### config.mk
export PLATFORM = sky130hd
export DESIGN_NAME = hnm_normal_unit
export DESIGN_NICKNAME = d
export VERILOG_FILES = /design/src/rtl/hnm_pkg.sv /design/src/rtl/hnm_normal_unit.sv
export SDC_FILE = /design/constraint.sdc
export NUM_CORES = 2
export LEC_CHECK = 0
export BUFFER_PORTS_ARGS = -buffer_cell sky130_fd_sc_hd__buf_2
export CORE_MARGIN = 10
export CORE_UTILIZATION = 25
export CTS_CLUSTER_DIAMETER = 120
export DETAILED_ROUTE_END_ITERATION = 10
export PLACE_DENSITY = 0.42
export SLEW_MARGIN = 20
export SYNTH_ARGS = -nofsm -noshare
export SYNTH_HDL_FRONTEND = slang
export SYNTH_SLANG_ARGS = --single-unit
### constraint.sdc
create_clock -name i_clk -period 9.5 [get_ports i_clk]
set_input_delay 1.425 -clock i_clk [delete_from_list [all_inputs] [get_ports i_clk]]
set_output_delay 1.425 -clock i_clk [all_outputs]
set_load 0.05 [all_outputs]
### src/rtl/hnm_pkg.sv
// Shared types, constants and a helper function of the height-to-normal-map block.
`default_nettype none
package hnm_pkg;

    // Field widths
    localparam int H_BITS        = 16;
    localparam int N_BITS        = 16;
    localparam int NZ_BITS       = 15;
    localparam int FW_BITS       = 11;
    localparam int FH_BITS       = 16;
    localparam int Z_BITS        = 24;
    localparam int CFG_DATA_BITS = 24;
    localparam int SLOPE_BITS    = H_BITS + 3;

    // Arithmetic widths of the normalising unit
    localparam int MAG_BITS  = 24;
    localparam int SUM_BITS  = 2 * MAG_BITS + 2;
    localparam int RAD_BITS  = SUM_BITS + 12;
    localparam int ROOT_BITS = RAD_BITS / 2;
    localparam int QUO_BITS  = 17;
    localparam int NUM_BITS  = MAG_BITS + 22;

    localparam int MAX_WIDTH_DEF = 1024;

    localparam logic [NZ_BITS-1:0] UNIT_VAL = '1;
    localparam logic [Z_BITS-1:0]  Z_ONE    = Z_BITS'(256);

    // Configuration register indexes
    typedef enum logic [1:0] {
        CFG_FRAME_WIDTH    = 2'd0,
        CFG_FRAME_HEIGHT   = 2'd1,
        CFG_INVALID_HEIGHT = 2'd2,
        CFG_Z_TERM         = 2'd3
    } t_cfg_index;

    // Sequencer states
    typedef enum logic [2:0] {
        T_IDLE,
        T_READ,
        T_SLOPE,
        T_CALC,
        T_EMIT,
        T_UPDATE
    } t_top_state;

    // Normalising unit states
    typedef enum logic [2:0] {
        U_IDLE,
        U_SQUARE,
        U_ROOT,
        U_DIVIDE,
        U_DONE
    } t_nu_state;

    // Request to the normalising unit
    typedef struct packed {
        logic                start;
        logic [MAG_BITS-1:0] ax;
        logic [MAG_BITS-1:0] ay;
        logic [MAG_BITS-1:0] az;
    } t_nu_req;

    // Status and result of the normalising unit
    typedef struct packed {
        logic               busy;
        logic               done;
        logic [NZ_BITS-1:0] nx;
        logic [NZ_BITS-1:0] ny;
        logic [NZ_BITS-1:0] nz;
    } t_nu_rsp;

    // Twice the slope: central when both neighbours are valid, else one-sided, else zero.
    function automatic logic signed [SLOPE_BITS-1:0] slope2(
        input logic                     a_ok,
        input logic signed [H_BITS-1:0] a,
        input logic                     b_ok,
        input logic signed [H_BITS-1:0] b,
        input logic signed [H_BITS-1:0] c
    );
        logic signed [SLOPE_BITS-1:0] ea;
        logic signed [SLOPE_BITS-1:0] eb;
        logic signed [SLOPE_BITS-1:0] ec;
        ea = SLOPE_BITS'(a);
        eb = SLOPE_BITS'(b);
        ec = SLOPE_BITS'(c);
        if (a_ok && b_ok) begin
            slope2 = eb - ea;
        end else if (b_ok) begin
            slope2 = (eb - ec) <<< 1;
        end else if (a_ok) begin
            slope2 = (ec - ea) <<< 1;
        end else begin
            slope2 = '0;
        end
    endfunction

endpackage
`default_nettype wire

### src/rtl/hnm_normal_unit.sv
// Normalising unit: sum of squares, bit-serial square root and three serial divisions.
`default_nettype none
module hnm_normal_unit (
    input  wire logic             i_clk,
    input  wire logic             i_rst_n,
    input  wire hnm_pkg::t_nu_req i_req,
    output hnm_pkg::t_nu_rsp      o_rsp
);

    localparam int MB = hnm_pkg::MAG_BITS;
    localparam int SB = hnm_pkg::SUM_BITS;
    localparam int RB = hnm_pkg::RAD_BITS;
    localparam int TB = hnm_pkg::ROOT_BITS;
    localparam int QB = hnm_pkg::QUO_BITS;
    localparam int NB = hnm_pkg::NUM_BITS;
    localparam int ZB = hnm_pkg::NZ_BITS;

    hnm_pkg::t_nu_state r_state;
    hnm_pkg::t_nu_state n_state;
    logic [4:0]         r_cnt;
    logic [1:0]         r_comp;

    logic [MB-1:0]   r_ax;
    logic [MB-1:0]   r_ay;
    logic [MB-1:0]   r_az;
    logic [2*MB-1:0] r_prod;
    logic [SB-1:0]   r_acc;
    logic [RB-1:0]   r_rad;
    logic [TB-1:0]   r_root;
    logic [TB+1:0]   r_rem;
    logic [QB-1:0]   r_dnum;
    logic [TB-1:0]   r_drem;
    logic [QB-1:0]   r_quo;
    logic [ZB-1:0]   r_nx;
    logic [ZB-1:0]   r_ny;
    logic [ZB-1:0]   r_nz;

    logic [MB-1:0] w_sq_op;
    logic [TB+3:0] w_rt_rem;
    logic [TB+3:0] w_rt_trial;
    logic          w_rt_ge;
    logic [MB-1:0] w_div_a;
    logic [NB-1:0] w_num;
    logic [TB:0]   w_dv_t;
    logic          w_dv_ge;
    logic [QB-1:0] w_quo;
    logic [ZB-1:0] w_quo_cap;

    // Next state.
    always_comb begin
        n_state = r_state;
        case (r_state)
            hnm_pkg::U_IDLE: begin
                if (i_req.start) n_state = hnm_pkg::U_SQUARE;
            end
            hnm_pkg::U_SQUARE: begin
                if (r_cnt == 5'd3) n_state = hnm_pkg::U_ROOT;
            end
            hnm_pkg::U_ROOT: begin
                if (r_cnt == 5'(TB - 1)) n_state = hnm_pkg::U_DIVIDE;
            end
            hnm_pkg::U_DIVIDE: begin
                if (r_cnt == 5'(QB) && r_comp == 2'd2) n_state = hnm_pkg::U_DONE;
            end
            hnm_pkg::U_DONE: begin
                n_state = hnm_pkg::U_IDLE;
            end
            default: begin
                n_state = hnm_pkg::U_IDLE;
            end
        endcase
    end

    // Status and results.
    always_comb begin
        o_rsp.busy = (r_state != hnm_pkg::U_IDLE);
        o_rsp.done = (r_state == hnm_pkg::U_DONE);
        o_rsp.nx   = r_nx;
        o_rsp.ny   = r_ny;
        o_rsp.nz   = r_nz;
    end

    // Operand of the shared multiplier, and one step of the square root.
    always_comb begin
        case (r_cnt)
            5'd0:    w_sq_op = r_ax;
            5'd1:    w_sq_op = r_ay;
            default: w_sq_op = r_az;
        endcase
        w_rt_rem   = {r_rem, r_rad[RB-1 -: 2]};
        w_rt_trial = {2'b00, r_root, 2'b01};
        w_rt_ge    = (w_rt_rem >= w_rt_trial);
    end

    // Numerator a * 32767 * 64 + length / 2 for the component being divided.
    always_comb begin
        case (r_comp)
            2'd0:    w_div_a = r_ax;
            2'd1:    w_div_a = r_ay;
            default: w_div_a = r_az;
        endcase
        w_num = (NB'(w_div_a) << 21) - (NB'(w_div_a) << 6) + NB'(r_root >> 1);
        w_dv_t    = {r_drem, r_dnum[QB-1]};
        w_dv_ge   = (w_dv_t >= {1'b0, r_root});
        w_quo     = {r_quo[QB-2:0], w_dv_ge};
        w_quo_cap = (w_quo > QB'(hnm_pkg::UNIT_VAL)) ? hnm_pkg::UNIT_VAL : w_quo[ZB-1:0];
    end

    // Control registers.
    always_ff @(posedge i_clk) begin
        if (!i_rst_n) begin
            r_state <= hnm_pkg::U_IDLE;
            r_cnt   <= '0;
            r_comp  <= '0;
        end else begin
            r_state <= n_state;
            case (r_state)
                hnm_pkg::U_IDLE: begin
                    r_cnt <= '0;
                end
                hnm_pkg::U_SQUARE, hnm_pkg::U_ROOT: begin
                    if (n_state != r_state) begin
                        r_cnt  <= '0;
                        r_comp <= '0;
                    end else begin
                        r_cnt <= r_cnt + 5'd1;
                    end
                end
                hnm_pkg::U_DIVIDE: begin
                    if (r_cnt == 5'(QB)) begin
                        r_cnt  <= '0;
                        r_comp <= r_comp + 2'd1;
                    end else begin
                        r_cnt <= r_cnt + 5'd1;
                    end
                end
                default: begin
                    r_cnt <= '0;
                end
            endcase
        end
    end

    // Datapath registers.
    always_ff @(posedge i_clk) begin
        case (r_state)
            hnm_pkg::U_IDLE: begin
                r_ax  <= i_req.ax;
                r_ay  <= i_req.ay;
                r_az  <= i_req.az;
                r_acc <= '0;
            end
            hnm_pkg::U_SQUARE: begin
                r_prod <= w_sq_op * w_sq_op;
                if (r_cnt == 5'd1 || r_cnt == 5'd2) begin
                    r_acc <= r_acc + SB'(r_prod);
                end
                if (r_cnt == 5'd3) begin
                    r_rad  <= {r_acc + SB'(r_prod), 12'b0};
                    r_root <= '0;
                    r_rem  <= '0;
                end
            end
            hnm_pkg::U_ROOT: begin
                r_rad <= r_rad << 2;
                if (w_rt_ge) begin
                    r_rem  <= (TB+2)'(w_rt_rem - w_rt_trial);
                    r_root <= {r_root[TB-2:0], 1'b1};
                end else begin
                    r_rem  <= (TB+2)'(w_rt_rem);
                    r_root <= {r_root[TB-2:0], 1'b0};
                end
            end
            hnm_pkg::U_DIVIDE: begin
                if (r_cnt == 5'd0) begin
                    // Quotient stays below 2^QB, so the upper part is already below the length.
                    r_drem <= TB'(w_num >> QB);
                    r_dnum <= w_num[QB-1:0];
                    r_quo  <= '0;
                end else begin
                    r_drem <= w_dv_ge ? TB'(w_dv_t - {1'b0, r_root}) : TB'(w_dv_t);
                    r_dnum <= r_dnum << 1;
                    r_quo  <= w_quo;
                    if (r_cnt == 5'(QB)) begin
                        case (r_comp)
                            2'd0:    r_nx <= w_quo_cap;
                            2'd1:    r_ny <= w_quo_cap;
                            default: r_nz <= w_quo_cap;
                        endcase
                    end
                end
            end
            default: begin
                r_acc <= r_acc;
            end
        endcase
    end

`ifndef SYNTH
    // The length is never zero because z is at least one.
    a_root_nonzero: assert property (@(posedge i_clk) disable iff (!i_rst_n)
        (r_state == hnm_pkg::U_DIVIDE) |-> (r_root != '0))
        else $error("normal length is zero during division");

    // The partial remainder stays below the divisor.
    a_rem_bound: assert property (@(posedge i_clk) disable iff (!i_rst_n)
        (r_state == hnm_pkg::U_DIVIDE && r_cnt != 5'd0) |-> (r_drem < r_root))
        else $error("division remainder out of range");

    // Completion is a single-cycle pulse.
    a_done_pulse: assert property (@(posedge i_clk) disable iff (!i_rst_n)
        o_rsp.done |=> !o_rsp.done)
        else $error("done held for more than one cycle");
`endif

endmodule
`default_nettype wire

==> flow_summary.json <==
{
  "outcome": "complete, no violations",
  "insertion_delay_ps": 650,
  "core_area_um2": 160200,
  "synth_compound_area_share_pct": 13.24,
  "max_freq_mhz": 110.0,
  "endpoint": "r_prod[40]$_DFFE_PP_",
  "reg2reg_slack_ps": 410,
  "cp_data_required_time_ps": 9890,
  "gr-usage-met3_pct": 2.063,
  "clk_path_buf_depth": 3,
  "grt_start_max_net_pins": 74,
  "drt-total-wl_mm": 119.7,
  "worstMarginPinSlew_ps": 965.7,
  "rr_startpoint": "r_cnt[0]$_SDFF_PN0_",
  "viasPerCell": 4.515,
  "drt_iter0_markers": 1779,
  "slew_viol_final": 0,
  "initial_utilization_pct": 25.12,
  "cp-end-kind": "register",
  "synth_top_family_by_area": "adder cells",
  "postSynthCellCount": 4130,
  "syn_nets": 4994,
  "async_flop_share_pct": 0,
  "critical_path.max_stage_delay_ps": 550,
  "layout_min_cycle_time_ps": 9090,
  "yosysWarnings": 0,
  "antenna_found_initial": 3,
  "track_usage_pct": 13.33,
  "synthFlopType": "edfxtp_1",
  "io_buffers": 121,
  "fp.dieArea_um2": 177400,
  "grt_remaining_overflow": 0,
  "synth_area_leaders": "edfxtp_1 (29%), fa_1 (22%), ha_1 (11%)",
  "numClockSinks": 402,
  "syn_avg_cell_area_um2": 9.745,
  "rows": 147,
  "start_kind": "register",
  "fp.dieH_um": 421.2,
  "die_w_um": 421.2,
  "max_cap_violations": 0,
  "ys_types": 87,
  "min_path_type": "register to register",
  "drive_gt1_share_pct": 7.487,
  "grt_util_met1_pct": 16.09,
  "synth.mux.area_fraction_pct": 0.3762,
  "period_share_pct": 95.68,
  "tritoncts": "yes",
  "yosysSeqAreaShare_pct": 29.74,
  "ant_nets": 0,
  "synth_edf_count": 392,
  "clk_pin_slew_ps": 60,
  "crit_top_cell": "fa_1",
  "post-place-ws_ps": 387.6,
  "hold_viol": 0,
  "io_pins": 122,
  "ys_ff_latch": 402,
  "arrival_ps": 9480,
  "netlist.area_leader.share_pct": 29.25,
  "hpwl_mm": 95.56,
  "grt_use_met2_pct": 24.04,
  "fin_ws_ps": 410.0,
  "setup_violations": 0,
  "cts_buffers": 51,
  "relSlewSlack_pct": 35.62,
  "slowest_stage": "fa_1",
  "htreeDepth": 2,
  "yosysTopAreaCell": "edfxtp_1",
  "wire_per_inst_um": 18.63,
  "busiest_layer": "met2",
  "grt_first_pass_wirelength_mm": 185.6,
  "vias": 29000,
  "dr.pass1.iters": 5,
  "cp_max_fo": 20,
  "timing.rr.end": "r_prod[40]$_DFFE_PP_",
  "critPathKind": "register to register",
  "yosys.area_share.simple_pct": 11.52,
  "clockRootBuffer": "clkbuf_16",
  "r2r_cells": 32,
  "drc": 0,
  "nNetsFinal": 5089,
  "grt_pass1_vias": 30850,
  "synth_fa_ha_area_share_pct": 32.77,
  "crit_start": "r_cnt[0]$_SDFF_PN0_",
  "synth-xor-area-share_pct": 4.265,
  "fin_skew_ps": 40.77,
  "cts_hold_buf": 0,
  "syn_area_um2": 40250,
  "gp_congestion": 0.8682,
  "area_delta_synth_final_pct": 12.35
}
## synthesized netlist by cell type, drive strengths merged, types with 3 or more instances
cell type  count
o211ai        11
clkbuf       127
o21ai        166
nand4         35
or2            6
a211oi        34
or3           22
xor2          87
nor2b         30
a221oi         7
a21o         145
dfxtp         10
nor3          30
o21a          27
a41oi          4
a22o          24
o21bai        26
nand2        366
nand2b        27
edfxtp       392
a2111oi        3
a211o          4
o31a           5
buf           27
a31oi         31
o211a          3
a221o          4
nor2         390
mux2i         14
ha           347
a21oi        240
o2111ai        5
and4           5
a31o           4
nor4           5
and3          25
fa           442
inv          701
a22oi         26
o22ai          6
and2          47
nand3         51
xnor2        109
o31ai         13
a21boi        13
## routing by layer
layer  vias to the layer above  share of wire [%]
met4                         0                3.3
met1                     14300                 41
met5                         -                  0
met3                       172                4.4
met2                       585                 51
li1                      13950                  -
## flip-flops by register name (all words and copies together), names as in the netlist
| signal | flops |
|---|---|
| r_acc | 50 |
| r_rad | 50 |
| r_prod | 47 |
| r_rem | 33 |
| r_drem | 31 |
| r_root | 31 |
| r_ax | 24 |
| r_ay | 24 |
| r_az | 24 |
| r_dnum | 17 |
| r_quo | 16 |
| r_nx | 15 |
| r_ny | 15 |
| r_nz | 15 |
| r_cnt | 5 |
| r_state | 3 |
| r_comp | 2 |
## cells by family (layout without fill, tap and decap cells)
family / Yosys count / after routing
AOI/OAI and AO/OA: 822 / 822
xor gates and xnor gates: 196 / 196
adders and majority gates: 789 / 789
buffers and inverters: 857 / 988
DFF: 402 / 402
muxes: 15 / 15
other: 0 / 2
and+or+nand+nor: 1049 / 1049
## placed cells by master (no fill, tap or decap), drive strengths merged, types with 30 or more instances in the layout
| cell | count |
|---|---|
| a21oi | 240 |
| a211oi | 34 |
| nor2b | 30 |
| inv | 701 |
| buf | 196 |
| nor2 | 390 |
| fa | 442 |
| a31oi | 31 |
| and2 | 47 |
| o21ai | 166 |
| xor2 | 87 |
| xnor2 | 109 |
| clkbuf | 58 |
| nand2 | 366 |
| edfxtp | 392 |
| nor3 | 30 |
| nand3 | 51 |
| ha | 347 |
| a21o | 145 |
| nand4 | 35 |
## per-stage QoR
stage                     util, %  setup TNS, ps  hold slack, ps  cell area (um^2)  instances
after CTS                   28.19              0           483.2             45150       6416
after global placement      27.17              0           471.5             43530       6327
after floorplan                 -              0           444.9             40250       4130
after global routing        28.22         -39.48           525.2             45220       6422
after detailed placement    27.17              0           475.8             43530       6327
final                       28.23              0           478.3             45220       6423
## cell type report
cell class	instances	area (um^2)
fill	17040	115000
multi-input combinational	2871	25100
sequential	402	11970
tap	2160	2703
inverter	703	2646
clock buffer	58	1324
timing repair buffer	196	1169
clock inverter	31	301.5
antenna	2	5.005
## worst min-delay path by stage
| stage | startpoint | end | slack (ps) | depth (start not counted) |
|---|---|---|---|---|
| finish | r_comp[0]$_SDFFE_PN0P_ | r_comp[0]$_SDFFE_PN0P_ | 480 | 2 |
| global route | r_comp[0]$_SDFFE_PN0P_ | r_comp[0]$_SDFFE_PN0P_ | 530 | 2 |
| CTS | r_comp[0]$_SDFFE_PN0P_ | r_comp[0]$_SDFFE_PN0P_ | 480 | 2 |
| detailed placement | r_cnt[0]$_SDFF_PN0_ | r_cnt[0]$_SDFF_PN0_ | 480 | 1 |
| global placement | r_cnt[0]$_SDFF_PN0_ | r_cnt[0]$_SDFF_PN0_ | 470 | 1 |
| floorplan | r_cnt[0]$_SDFF_PN0_ | r_cnt[0]$_SDFF_PN0_ | 440 | 1 |
## worst max-delay path: cells and delay by family (launching register included)
family | cells | cell delay [ps]
AOI/OAI and AO/OA | 9 | 2000
xor gates and xnor gates | 1 | 80
adders and majority gates | 9 | 4040
buffers and inverters | 8 | 1090
DFF | 1 | 400
and+or+nand+nor | 5 | 1200
## what timing repair did
action	4_1_cts	5_1_grt
endpoints found under the setup margin	0	2
resized for setup	0	7
setup buffers	0	5
Power is left out: the tool's default activity adds up to more than one toggle a clock period on the data nets, which glitch-free logic cannot reach.
